## config.mk

```make
export PLATFORM = sky130hd
export DESIGN_NAME = heap_k_way_merge_flat
export DESIGN_NICKNAME = d
export VERILOG_FILES = /design/src/hkm_pkg.sv /design/src/hkm_if.sv /design/src/hkm_ram.sv /design/src/heap_k_way_merge.sv /design/src/flat_wrapper.sv
export VERILOG_INCLUDE_DIRS = /design/src /design/src/src
export SDC_FILE = /design/constraint.sdc
export NUM_CORES = 1
export LEC_CHECK = 0
export CORE_UTILIZATION = 45
export DETAILED_ROUTE_END_ITERATION = 10
export DONT_BUFFER_PORTS = 1
export REMOVE_ABC_BUFFERS = 1
export SYNTH_ARGS = -nofsm -noshare
export SYNTH_HDL_FRONTEND = slang
export SYNTH_SLANG_ARGS = --single-unit
```

## constraint.sdc

```tcl
create_clock -name clk -period 13.46 [get_ports clk]
set_input_delay 0.673 -clock clk [delete_from_list [all_inputs] [get_ports clk]]
set_output_delay 0.673 -clock clk [all_outputs]
set_load 0.01 [all_outputs]
```

## src/heap_k_way_merge_assert.svh

```systemverilog
// Assertion macros for the k-way merge heap block.
// Included inside module bodies that have clk and arst_n in scope.
`ifndef HEAP_K_WAY_MERGE_ASSERT_SVH
`define HEAP_K_WAY_MERGE_ASSERT_SVH

// Same-cycle implication, disabled while reset is asserted.
`define HKM_ASSERT_NOW(label, ante, cons, msg) \
	label: assert property (@(posedge clk) disable iff (!arst_n) (ante) |-> (cons)) \
		else $error(msg);

// Next-cycle implication, disabled while reset is asserted.
`define HKM_ASSERT_NEXT(label, ante, cons, msg) \
	label: assert property (@(posedge clk) disable iff (!arst_n) (ante) |=> (cons)) \
		else $error(msg);

`endif

```

## src/hkm_pkg.sv

```systemverilog
// Shared constants, codes and types of the k-way merge heap block.
// No dependencies; used by the interfaces and the top level.
package hkm_pkg;

	localparam int MAX_LISTS = 16;
	localparam int VALUE_W   = 32;
	localparam int LIST_W    = 4;
	localparam int KIND_W    = 2;
	localparam int IDX_W     = $clog2(MAX_LISTS);
	localparam int CNT_W     = IDX_W + 1;

	typedef enum logic [KIND_W-1:0] {
		KIND_LOAD    = 2'd0,
		KIND_BUILD   = 2'd1,
		KIND_NEXT    = 2'd2,
		KIND_EXHAUST = 2'd3
	} hkm_kind_t;

	typedef enum logic [1:0] {
		OP_BUILD,
		OP_NEXT,
		OP_DROP
	} hkm_op_t;

	typedef enum logic [2:0] {
		ST_IDLE,
		ST_BUILD,
		ST_GRAB,
		ST_RD_L,
		ST_RD_R,
		ST_CMP,
		ST_ROOT,
		ST_EMIT
	} hkm_state_t;

	typedef struct packed {
		logic signed [VALUE_W-1:0] val;
		logic [LIST_W-1:0]         lst;
	} hkm_entry_t;

endpackage

```

## src/hkm_if.sv

```systemverilog
// Valid/ready channel interfaces for the input and result words.
// Depends on hkm_pkg for the field widths.
interface hkm_in_if;
	logic                              valid;
	logic                              ready;
	logic [hkm_pkg::KIND_W-1:0]        kind;
	logic [hkm_pkg::LIST_W-1:0]        list_id;
	logic signed [hkm_pkg::VALUE_W-1:0] value;

	modport source (output valid, kind, list_id, value, input ready);
	modport sink (input valid, kind, list_id, value, output ready);
endinterface

interface hkm_out_if;
	logic                              valid;
	logic                              ready;
	logic signed [hkm_pkg::VALUE_W-1:0] out_value;
	logic [hkm_pkg::LIST_W-1:0]        out_list;
	logic                              done_res;

	modport source (output valid, out_value, out_list, done_res, input ready);
	modport sink (input valid, out_value, out_list, done_res, output ready);
endinterface

```

## src/hkm_ram.sv

```systemverilog
// Generic single-port-write, single-port-read synchronous RAM.
// Read data is registered. No dependencies.
module hkm_ram #(
	parameter int WIDTH = 8,
	parameter int DEPTH = 16
) (
	input  logic                     clk,
	input  logic                     wr_en,
	input  logic [$clog2(DEPTH)-1:0] wr_addr,
	input  logic [WIDTH-1:0]         wr_data,
	input  logic                     rd_en,
	input  logic [$clog2(DEPTH)-1:0] rd_addr,
	output logic [WIDTH-1:0]         rd_data
);

	logic [WIDTH-1:0] mem [DEPTH];

	always_ff @(posedge clk) begin
		if (wr_en) begin
			mem[wr_addr] <= wr_data;
		end
	end

	always_ff @(posedge clk) begin
		if (rd_en) begin
			rd_data <= mem[rd_addr];
		end
	end

endmodule

```

## src/heap_k_way_merge.sv

```systemverilog
// K-way merge engine: a binary min-heap of list heads kept in one synchronous RAM.
// Usage: words enter on in_ch (valid/ready), results leave on out_ch (valid/ready).
// A load word appends one list head and gives no result; loads
// past capacity or after the build word are dropped. A build word heapifies the
// stored heads bottom-up and returns the smallest head and its list number.
// A next word replaces the root value and sifts it down; an exhausted word moves
// the last entry to the root, shrinks the heap and sifts down. Both return the new
// minimum, or a done word once the heap is empty.
// Sift-down is paced by the single read port of the heap RAM: each level reads the
// two children one after the other, then compares and writes back the smaller child
// or the held entry. A build word sifts down each interior node, from the last one.
// Input is taken only between words; a finished result sits in an output register,
// so the next word is accepted while the receiver stalls. A word whose result finds
// that register still full waits until the receiver takes it.
// Reset clears the heap count and returns the block to the loading phase; the heap
// RAM is not cleared, as entries at or above the count are never used.
module heap_k_way_merge (
	input  logic      clk,
	input  logic      arst_n,
	hkm_in_if.sink    in_ch,
	hkm_out_if.source out_ch
);

	import hkm_pkg::*;

	hkm_state_t state_q, state_nx;
	hkm_op_t    op_q;

	logic [CNT_W-1:0] cnt_q;
	logic             merging_q;
	logic [CNT_W-1:0] i_q;
	logic [IDX_W-1:0] pos_q;
	logic signed [VALUE_W-1:0] val_q;
	hkm_entry_t cur_q;
	hkm_entry_t lch_q;
	logic       l_less_q;
	logic       r_ok_q;

	logic                      out_valid_q;
	logic signed [VALUE_W-1:0] out_value_q;
	logic [LIST_W-1:0]         out_list_q;
	logic                      done_q;

	logic             wr_en, rd_en;
	logic [IDX_W-1:0] wr_addr, rd_addr;
	hkm_entry_t       wr_entry, rd_entry;
	logic [$bits(hkm_entry_t)-1:0] rd_raw;

	logic             acc;
	logic             out_free;
	logic             room;
	logic             cnt_zero;
	logic [CNT_W-1:0] cnt_dec;
	logic [CNT_W-1:0] i_dec;
	logic [IDX_W:0]   l_idx, r_idx;
	logic             l_ok, r_ok;
	hkm_entry_t       cand, grab;
	logic             r_less;
	hkm_state_t       end_st;

	logic             sifting;
	logic             done_out;
	logic             load_ok;
	logic [CNT_W-1:0] cnt_inc;

	hkm_ram #(
		.WIDTH($bits(hkm_entry_t)),
		.DEPTH(MAX_LISTS)
	) u_heap_ram (
		.clk    (clk),
		.wr_en  (wr_en),
		.wr_addr(wr_addr),
		.wr_data(wr_entry),
		.rd_en  (rd_en),
		.rd_addr(rd_addr),
		.rd_data(rd_raw)
	);

	assign rd_entry = hkm_entry_t'(rd_raw);

	assign acc      = in_ch.valid && in_ch.ready;
	assign out_free = !out_valid_q || out_ch.ready;
	assign room     = cnt_q < CNT_W'(MAX_LISTS);
	assign cnt_zero = (cnt_q == '0);
	assign cnt_dec  = cnt_q - 1'b1;
	assign i_dec    = i_q - 1'b1;
	assign l_idx    = {pos_q, 1'b1};
	assign r_idx    = l_idx + 1'b1;
	assign l_ok     = l_idx < cnt_q;
	assign r_ok     = r_idx < cnt_q;
	assign cand     = l_less_q ? lch_q : cur_q;
	assign r_less   = r_ok_q && (rd_entry.val < cand.val);
	assign end_st   = (op_q == OP_BUILD) ? ST_BUILD : ST_ROOT;

	always_comb begin
		grab = rd_entry;
		if (op_q == OP_NEXT) begin
			grab.val = val_q;
		end
	end

	// Next state.
	always_comb begin
		state_nx = state_q;
		unique case (state_q)
			ST_IDLE: begin
				if (acc) begin
					unique case (in_ch.kind)
						KIND_LOAD: state_nx = ST_IDLE;
						KIND_BUILD: state_nx = ST_BUILD;
						KIND_NEXT: begin
							if (merging_q) begin
								state_nx = cnt_zero ? ST_ROOT : ST_GRAB;
							end
						end
						KIND_EXHAUST: begin
							if (merging_q) begin
								// The last entry leaving empties the heap.
								state_nx = (cnt_q <= CNT_W'(1)) ? ST_ROOT : ST_GRAB;
							end
						end
						default: state_nx = ST_IDLE;
					endcase
				end
			end
			ST_BUILD: state_nx = (i_q == '0) ? ST_ROOT : ST_GRAB;
			ST_GRAB:  state_nx = ST_RD_L;
			ST_RD_L:  state_nx = l_ok ? ST_RD_R : end_st;
			ST_RD_R:  state_nx = ST_CMP;
			ST_CMP:   state_nx = (r_less || l_less_q) ? ST_RD_L : end_st;
			ST_ROOT:  state_nx = ST_EMIT;
			ST_EMIT:  state_nx = out_free ? ST_IDLE : ST_EMIT;
			default:  state_nx = ST_IDLE;
		endcase
	end

	// Outputs: handshake and RAM port control.
	always_comb begin
		in_ch.ready = (state_q == ST_IDLE);
		wr_en    = 1'b0;
		wr_addr  = pos_q;
		wr_entry = cur_q;
		rd_en    = 1'b0;
		rd_addr  = '0;
		unique case (state_q)
			ST_IDLE: begin
				if (acc) begin
					unique case (in_ch.kind)
						KIND_LOAD: begin
							if (!merging_q && room) begin
								wr_en        = 1'b1;
								wr_addr      = cnt_q[IDX_W-1:0];
								wr_entry.val = in_ch.value;
								wr_entry.lst = in_ch.list_id;
							end
						end
						KIND_NEXT: begin
							rd_en = merging_q && !cnt_zero;
						end
						KIND_EXHAUST: begin
							rd_en   = merging_q && !cnt_zero;
							rd_addr = cnt_dec[IDX_W-1:0];
						end
						default: rd_en = 1'b0;
					endcase
				end
			end
			ST_BUILD: begin
				rd_en   = (i_q != '0);
				rd_addr = i_dec[IDX_W-1:0];
			end
			ST_RD_L: begin
				if (l_ok) begin
					rd_en   = 1'b1;
					rd_addr = l_idx[IDX_W-1:0];
				end else begin
					wr_en = 1'b1;
				end
			end
			ST_RD_R: begin
				rd_en   = r_ok;
				rd_addr = r_idx[IDX_W-1:0];
			end
			ST_CMP: begin
				// The smaller child moves up into the hole, or the held entry settles.
				wr_en    = 1'b1;
				wr_entry = r_less ? rd_entry : cand;
			end
			ST_ROOT: rd_en = 1'b1;
			ST_GRAB, ST_EMIT: rd_en = 1'b0;
			default: rd_en = 1'b0;
		endcase
	end

	always_ff @(posedge clk or negedge arst_n) begin
		if (!arst_n) begin
			state_q     <= ST_IDLE;
			op_q        <= OP_BUILD;
			cnt_q       <= '0;
			merging_q   <= 1'b0;
			out_valid_q <= 1'b0;
		end else begin
			state_q <= state_nx;
			if (state_q == ST_IDLE && acc) begin
				case (in_ch.kind)
					KIND_LOAD: begin
						if (!merging_q && room) begin
							cnt_q <= cnt_q + 1'b1;
						end
					end
					KIND_BUILD: begin
						merging_q <= 1'b1;
						op_q      <= OP_BUILD;
					end
					KIND_NEXT: op_q <= OP_NEXT;
					default: begin
						op_q <= OP_DROP;
						if (merging_q && !cnt_zero) begin
							cnt_q <= cnt_dec;
						end
					end
				endcase
			end
			if (state_q == ST_EMIT && out_free) begin
				out_valid_q <= 1'b1;
			end else if (out_ch.ready) begin
				out_valid_q <= 1'b0;
			end
		end
	end

	always_ff @(posedge clk) begin
		case (state_q)
			ST_IDLE: begin
				if (acc) begin
					val_q <= in_ch.value;
					pos_q <= '0;
					i_q   <= cnt_q >> 1;
				end
			end
			ST_BUILD: begin
				pos_q <= i_dec[IDX_W-1:0];
				i_q   <= i_dec;
			end
			ST_GRAB: cur_q <= grab;
			ST_RD_R: begin
				lch_q    <= rd_entry;
				l_less_q <= rd_entry.val < cur_q.val;
				r_ok_q   <= r_ok;
			end
			ST_CMP: begin
				if (r_less) begin
					pos_q <= r_idx[IDX_W-1:0];
				end else if (l_less_q) begin
					pos_q <= l_idx[IDX_W-1:0];
				end
			end
			ST_EMIT: begin
				if (out_free) begin
					if (cnt_zero) begin
						out_value_q <= '0;
						out_list_q  <= '0;
						done_q      <= 1'b1;
					end else begin
						out_value_q <= rd_entry.val;
						out_list_q  <= rd_entry.lst;
						done_q      <= 1'b0;
					end
				end
			end
			default: begin
			end
		endcase
	end

	assign out_ch.valid     = out_valid_q;
	assign out_ch.out_value = out_value_q;
	assign out_ch.out_list  = out_list_q;
	assign out_ch.done_res  = done_q;

	assign sifting  = (state_q == ST_RD_L) || (state_q == ST_RD_R) || (state_q == ST_CMP);
	assign done_out = out_ch.valid && out_ch.done_res;
	assign load_ok  = acc && (in_ch.kind == KIND_LOAD) && !merging_q && room;
	assign cnt_inc  = cnt_q + 1'b1;

	`include "heap_k_way_merge_assert.svh"

	`HKM_ASSERT_NOW(a_sift_pos_live, sifting, ({1'b0, pos_q} < cnt_q), "sift outside heap")
	`HKM_ASSERT_NOW(a_done_empty, done_out, (cnt_zero && merging_q), "done with a live heap")
	`HKM_ASSERT_NEXT(a_load_grows, load_ok, (cnt_q == $past(cnt_inc)), "load did not grow heap")

endmodule
```

## src/flat_wrapper.sv

```systemverilog
// flat-port wrapper written by rule: the top's interface ports become plain ports
module heap_k_way_merge_flat import hkm_pkg::*;
  (clk, arst_n, in_ch_valid, in_ch_kind, in_ch_list_id, in_ch_value, in_ch_ready, out_ch_valid, out_ch_out_value, out_ch_out_list, out_ch_done_res, out_ch_ready);
  hkm_in_if in_ch_i ();
  hkm_out_if out_ch_i ();
  input  logic clk;
  input  logic arst_n;
  input wire logic [$bits(in_ch_i.valid)-1:0] in_ch_valid;
  input wire logic [$bits(in_ch_i.kind)-1:0] in_ch_kind;
  input wire logic [$bits(in_ch_i.list_id)-1:0] in_ch_list_id;
  input wire logic [$bits(in_ch_i.value)-1:0] in_ch_value;
  output wire logic [$bits(in_ch_i.ready)-1:0] in_ch_ready;
  output wire logic [$bits(out_ch_i.valid)-1:0] out_ch_valid;
  output wire logic [$bits(out_ch_i.out_value)-1:0] out_ch_out_value;
  output wire logic [$bits(out_ch_i.out_list)-1:0] out_ch_out_list;
  output wire logic [$bits(out_ch_i.done_res)-1:0] out_ch_done_res;
  input wire logic [$bits(out_ch_i.ready)-1:0] out_ch_ready;
  assign in_ch_i.valid = in_ch_valid;
  assign in_ch_i.kind = in_ch_kind;
  assign in_ch_i.list_id = in_ch_list_id;
  assign in_ch_i.value = in_ch_value;
  assign in_ch_ready = in_ch_i.ready;
  assign out_ch_valid = out_ch_i.valid;
  assign out_ch_out_value = out_ch_i.out_value;
  assign out_ch_out_list = out_ch_i.out_list;
  assign out_ch_done_res = out_ch_i.done_res;
  assign out_ch_i.ready = out_ch_ready;
  heap_k_way_merge u_core (.clk(clk), .arst_n(arst_n), .in_ch(in_ch_i), .out_ch(out_ch_i));
endmodule
```

==> results.md, run 1 <==
- Share of cell area taken by muxes after synthesis: 9.03%
- Clock edge transition at the registers on the reported setup and hold paths: 0.07 ns
- Standard cell with the maximum stage delay on the critical path: buf_4
- First drt pass iteration count: 9
- Worst Clk Skew: around 0.019 ns
- Skew-Pair Late Insertion Delay: 0.63 ns
- Vias in the first global route: 19.3k
- DRC: 10
- Post-Syn Area per Cell: about 15 sq um
- Remaining global-route overflow: 0
- Buffers from clock root to sink, at most: 3
- Vertical die dimension: 275 microns
- Launching element of the worst setup path: u_core.state_q[1]
- RSZ-0062 raised after global routing: false
- Worst-path fanout max: 79
- Cell area after synthesis: roughly 0.033 sq mm
- Xor and xnor fraction of the mapped netlist area: 0.341%
- Global-route usage over all layers: between 20% and 30%
- CTS tree: yes
- Setup crit start kind: flop
- Top Ports: around 80
- Main combinational cell family by area after synthesis: compound AO/OA/AOI/OAI gates
- DPL Wire Length: just under 50000 microns
- Warnings, synthesis: 0
- Transition at the pin with the smallest max-transition slack: between 1 and 1.5 ns
- Syn-to-layout area delta: 11.5%
- Die Width: around 270 microns
- RePlAce Congestion: between 0.8 and 0.9
- Global Route met1 Usage: about a third
- Die area: approximately 0.075 sq mm
- Adder-cell share of the synthesized area: ~3%
- Worst-case headroom to the max-slew limit: approximately a fifth
- Endpoints failing hold: 0
- Simple-gate area share of the yosys netlist: under 10%
- Data required time of the critical path: roughly 14 ns
- Max frequency: roughly 0.16 GHz
- Starting Density: between 40 and 50%
- Post-CTS Resized: 0
- Area taken by multi-input logic gates: around 0.0096 sq mm
- Clock net sink count: about 780
- Total of max-cap violations: 0
- Critical R2R Launch: u_core.state_q[1]
- Startpoint of the lowest-slack hold path: in_ch_value[31]
- Depth of the CTS H-tree: 3
- Final setup fails: 0
- Yosys cell types: 63
- Quantity of I/O buffers inserted on ports: 0
- Final setup TNS: 0 ns
- Delay of the slowest cell on the worst path: approximately 0.87 ns
- Static leakage: 13.1 nW
- Fill cell instance count of the final layout: approximately 6k
- EDFF count, synth: between 700 and 800
- Antenna violations before repair: 7
- Cells along the critical path: nor3_1 > nand2_1 > inv_2 > nand2_1 > or2_2 > o211ai_1 > buf_4 > buf_4 > mux2i_1 > o2bb2ai_1 > a221o_1
- Sequential element share of the synthesized area: 69.5%
- Pins Over Slew Limit: 0
- Count of routing violations after the opening detailed-route iteration: 1968
- Total power: roughly 9.4 mW
- Seq. cell area: about 0.023 sq mm
- Fraction of layout cells with a size suffix above 1: 12.3%
- Total power divided by cell area: approximately 250 mW/mm^2
- Count of cells along the worst register-to-register path: 11
- First-pass GRT wire length: between 100000 and 150000 microns
- Synthesized-area fraction occupied by ao, oa, aoi and oai cells: under 10%
- Share of the cycle needed by the critical path after routing: about 46%
- Via count: 19.4k
- Placeable core region: about 0.073 sq mm
- Endpoint class of the critical path: flop
- Share of flip-flops with an asynchronous set or reset: under 10%
- Detailed-route wire length per cell: between 20 and 30 microns
- Status: finished with violations
- Global routing met2 resource utilization: between 30% and 40%
- Critical path start-end classification: flop to flop
- Predominant post-synthesis flop cell: edfxtp_1
- Number of cells on the worst hold path: 0
- Type of the worst min-delay path: input port to flop
- Buffers inserted during post-CTS setup optimization: 0
- Clock buffer count from CTS: 82
- Global routing met3 resource utilization: 4.74%
- Post-Synthesis Cells: between 2k and 2.5k
- Row count: 99
- Largest net degree at the start of global routing: 145
- Clk root buf: clkbuf_16
- Violated checks: DRC
- Routed WL: slightly below 90000 microns
- Arrival @ worst endpoint: between 6 and 7 ns
- Global routing's busiest layer: met2
- Fin crit period: between 6 and 7 ns
- Highest ir drop seen on vdd: 159 uV
- Synthesis-stage register bit count: 776
- Number of nets in the finished design: ~2.3k
- DRT antenna net count: 0
- Vias per inst: around 6.0
==> final timing paths <==
check	to	slack (ns)
worst max register to register	u_core.u_heap_ram.rd_data[32]	7.33
worst min-delay path	u_core.val_q[31]	0.14
min in group asynchronous	u_core.state_q[2]	0.50
worst min register to register	u_core.cur_q[0]	0.53
worst max-delay path	u_core.u_heap_ram.rd_data[32]	7.33
max in group asynchronous	u_core.state_q[0]	12.55
==> critical path: cells and delay by family, from the launching register on <==
family                 cells  cell delay (ns)
AOI/OAI and AO/OA          3             0.56
buffers and inverters      3             2.37
DFF                        1             0.60
muxes                      1             0.22
and+or+nand+nor            4             1.95
==> cells in the final DEF, fill, tap and decap left out, drive strengths merged, types with 3 or more instances in the layout <==
cell	count
clkbuf	97
nor2	48
xor2	4
or4	3
nand2	190
nand2b	9
nor2b	3
o21a	5
buf	39
mux2	75
a22oi	5
dfrtp	12
inv	50
or3	4
a221o	67
mux2i	217
nand4	11
nor4	4
xnor2	9
o21ai	33
nor3	11
ha	80
and2	109
o211ai	9
edfxtp	764
a21o	11
clkinvlp	4
bufinv	10
o2bb2ai	36
clkinv	38
o22ai	4
diode	3
nand3	6
nor3b	3
a211oi	141
a31oi	77
a21oi	29
==> logic make-up (layout without fill, tap and decap cells) <==
family / Yosys count / count (layout)
mux: 292 / 292
other cells: 0 / 3
xor+xnor: 13 / 13
compound gates: 439 / 439
flops: 776 / 776
buf+inv: 182 / 239
simple gates: 409 / 409
fa+ha+maj: 80 / 80
==> synth_stat cells (34+ instances only) <==
cell type  count  share of area (%)
edfxtp_1     764                 69
mux2i_1      217                6.5
nand2_1      190                2.1
a211oi_1     141                3.2
and2_1       109                2.0
clkbuf_1      82               0.92
ha_1          80                3.0
a31oi_1       77                1.4
mux2_2        75                2.5
a221o_1       67                2.0
inv_1         48               0.54
nor2_1        48               0.54
o2bb2ai_1     36               0.94
buf_2         34               0.51
==> timing repair <==
| item | 4_1_cts | 5_1_grt |
|---|---|---|
| hold buffers | 1 | 0 |
| endpoints found under the setup margin | 0 | 0 |
| endpoints found under the hold margin | 12 | 0 |
==> final cells by class <==
class / count / area share, %
Clock inverter: 54 / 1.40
Timing Repair Buffer: 40 / 0.846
Sequential cell: 776 / 62.4
Clock buffer: 97 / 5.83
Inverter: 48 / 0.484
Multi-Input combinational cell: 1233 / 25.8
Antenna cell: 3 / 0.0202
Tap cell: 959 / 3.22
==> metal layers <==
| metal | share of wire, % | wire length [microns] |
|---|---|---|
| met1 | 43 | 37800 |
| met2 | 47 | 41800 |
| met3 | 7.4 | 6610 |
| met4 | 3.1 | 2720 |
| met5 | 0.067 | 60 |
==> flip-flops by register name, summed over array words and instances (netlist names) <==
signal                     count
u_core.cnt_q                   5
u_core.cur_q                  36
u_core.i_q                     5
u_core.l_less_q                1
u_core.lch_q                  36
u_core.merging_q               1
u_core.op_q                    2
u_core.out_ch.done_res         1
u_core.out_ch.out_list         4
u_core.out_ch.out_value       32
u_core.out_ch.valid            1
u_core.pos_q                   4
u_core.r_ok_q                  1
u_core.state_q                 3
u_core.u_heap_ram.mem        576
u_core.u_heap_ram.rd_data     36
u_core.val_q                  32
==> stage by stage <==
step / area (sq um) / setup slack (ns) / utilization [%] / hold slack (ns) / std cells
CTS: 37200 / 7.40 / 50.9 / 0.106 / 3207
detailed placement: 34500 / 7.46 / 47.2 / 0.379 / 3055
global route: 37200 / 6.97 / 50.9 / 0.119 / 3209
global placement: 34500 / 7.60 / 47.2 / 0.378 / 3055
finish: 37200 / 7.33 / 50.9 / 0.139 / 3210
floorplan: 32800 / 1.53 / - / 0.377 / 2057
==> where the power goes <==
group	switching [mW]	leakage, nW	internal, mW	total (mW)
Clock	0.931	1.33	1.34	2.28
Combinational	2.22	4.70	1.23	3.45
Sequential	0.294	7.08	3.42	3.71
Note: power is estimated with default switching activity, not from simulation.
==> inputs of run 2 (changes only) <==
Clock period 13.46 ns to 5.56 ns, I/O delays scaled along.
==> run 2 against run 1 <==
Final cell count up 1.4%; register-to-register slack worse by 6.8 ns; the flow still finishes with violations (DRC); hold slack worse by 0.081 ns; sequential power grew 140%; clock power is 130% higher; sequential share of layout area down 0.83 points; maximum frequency up 21%; utilization increased by 0.68 points.
==> results.md, run 2 (same netlist as run 1, synthesis figures left out) <==
- Crit. path cell count: 11
- Antenna violations before repair: 2
- Data required time of the critical path: 5.82 ns
- Kind of cell with the highest combined delay on the critical path: compound AO/OA/AOI/OAI gates
- DPL Wire Length: around 49000 microns
- Routed WL: roughly 90000 microns
- Number of cells on the worst hold path: 2
- RSZ-0062 raised after global routing: false
- Highest ir drop seen on vdd: around 420 uV
- Seq. cell area: roughly 0.023 sq mm
- Final setup fails: 0
- Non-Filler Instances: 3254
- DRC: 10
- Fraction of layout cells with a size suffix above 1: roughly an eighth
- Clock buffer count from CTS: 82
- Worst-case headroom to the max-slew limit: between 20% and 30%
- Starting Density: 45.7%
- Vias in the first global route: 19.2k
- Violated checks: DRC
- Worst-path fanout max: 19
- Via count: about 20k
- Worst Clk Skew: around 0.021 ns
- Setup Slack @ Placement: between 0.6 and 0.7 ns
- Die area: 0.0754 sq mm
- Commonest cells after routing, fill and taps aside: 764 x edfxtp_1, 217 x mux2i_1, 188 x nand2_1, 141 x a211oi_1, 108 x and2_1
- Top Ports: 81
- CP bufs+invs: 2
- Detailed-route wire length per cell: ~28 microns
- Flip-flop count of the largest register after layout: ~580
- Delay of the slowest cell on the worst path: 0.85 ns
- Fin crit period: roughly 5 ns
- CTS tree: yes
- Buffers inserted during post-CTS setup optimization: 0
- Setup crit start kind: flop
- Most common library cell in the layout ignoring fill and taps: edfxtp_1
- Status: finished with violations
- Endpoint class of the critical path: flop
- First drt pass iteration count: 8
- Skew-Pair Late Insertion Delay: between 0.6 and 0.7 ns
- Global-route usage over all layers: 23.8%
- Transition at the pin with the smallest max-transition slack: between 1 and 1.5 ns
- Clock edge transition at the registers on the reported setup and hold paths: around 0.06 ns
- DRT antenna net count: 0
- Cells along the critical path: buf_12 > mux2i_1 > ha_1 > nand4_1 > or4_4 > or4_4 > o22a_1 > o21ai_4 > buf_4 > mux2i_1 > o21ai_1
- Final instance area: between 0.03 and 0.04 sq mm
- Worst-case setup margin in the final layout: around 0.5 ns
- Quantity of I/O buffers inserted on ports: 0
- Share of the cycle needed by the critical path after routing: around nine tenths
- Depth of the CTS H-tree: 3
- Count of routing violations after the opening detailed-route iteration: 2290
- Standard cell with the maximum stage delay on the critical path: edfxtp_1
- Total of max-cap violations: 0
- Largest net degree at the start of global routing: 151
- Post-Place Cell Area: between 0.03 and 0.04 sq mm
- Type of the worst min-delay path: input port to flop
- Buffers from clock root to sink, at most: 3
- Critical path start-end classification: flop to flop
- RePlAce Congestion: ~0.85
- Endpoints failing hold: 0
- Syn-to-layout area delta: 12.9%
- Row count: between 90 and 100
- Pins Over Slew Limit: 0
- Total power divided by cell area: ~600 mW/mm^2
- Clk root buf: clkbuf_16
- Clock net sink count: between 700 and 800
- Arrival @ worst endpoint: approximately 5.3 ns
- Fill cell instance count of the final layout: around 6k
- Dpl cells: roughly 3.1k
- Area taken by multi-input logic gates: between 0.009 and 0.01 sq mm
- Number of nets in the finished design: between 2k and 2.5k
- Placeable core region: 0.0732 sq mm
- Count of cells along the worst register-to-register path: 11
- Die Width: approximately 270 microns
- Register with the highest flop count: u_core.u_heap_ram.mem
- Remaining global-route overflow: 0
- Vias per inst: slightly above 6
- Static leakage: 13.3 nW
- Vertical die dimension: 275 microns
- First-pass GRT wire length: about 130000 microns
- Max frequency: slightly below 0.2 GHz
==> run 2: power by group <==
part	internal [mW]	total [mW]	switching (mW)
Combinational	3.11	8.55	5.44
Sequential	8.28	9.00	0.721
Clock	3.03	5.22	2.20
==> run 2: metal layers <==
metal	part of all wire, %	vias to the layer above	track usage [%]
met5	0	-	0
met4	1.9	0	6.01
met3	7.9	133	4.17
met2	47	819	38.0
met1	43	10200	33.9
li1	-	8706	-
==> run 2: path summary, 6_finish.rpt <==
path | startpoint | endpoint | slack [ns]
max in group asynchronous | arst_n | u_core.cnt_q[0] | 5.06
hold reg to reg | u_core.u_heap_ram.rd_data[0] | u_core.cur_q[0] | 0.52
min in group asynchronous | arst_n | u_core.op_q[1] | 0.11
setup / recovery | u_core.l_less_q | u_core.u_heap_ram.mem[13][4] | 0.50
hold / removal | in_ch_valid | u_core.i_q[0] | 0.06
setup reg to reg | u_core.l_less_q | u_core.u_heap_ram.mem[13][4] | 0.50
==> run 2: area by class of cell <==
type | count | area share, %
clock buffers | 105 | 5.83
flip-flops and latches | 776 | 61.6
well taps | 959 | 3.18
inverters | 48 | 0.477
repair buffers | 92 | 2.57
multi-input cells | 1233 | 25.5
clock inverters | 39 | 0.895
diodes | 2 | 0.0133
==> run 2: timing repair <==
item,CTS,global route
hold endpoints to repair,51,0
hold buffers,37,0
gates resized for setup,0,0
==> run 2: stage by stage <==
stage / hold WS, ns / setup TNS, ns / util [%] / power [mW]
2_1_floorplan: -0.0176 / -229.26 / - / 14.8
3_3_place_gp: -0.0171 / 0 / 47.6 / 17.4
3_5_place_dp: -0.0171 / 0 / 47.6 / 17.5
4_1_cts: 0.0327 / 0 / 51.6 / 22.8
5_1_grt: 0.0712 / 0 / 51.6 / 23.9
6_report: 0.0588 / 0 / 51.6 / 22.8
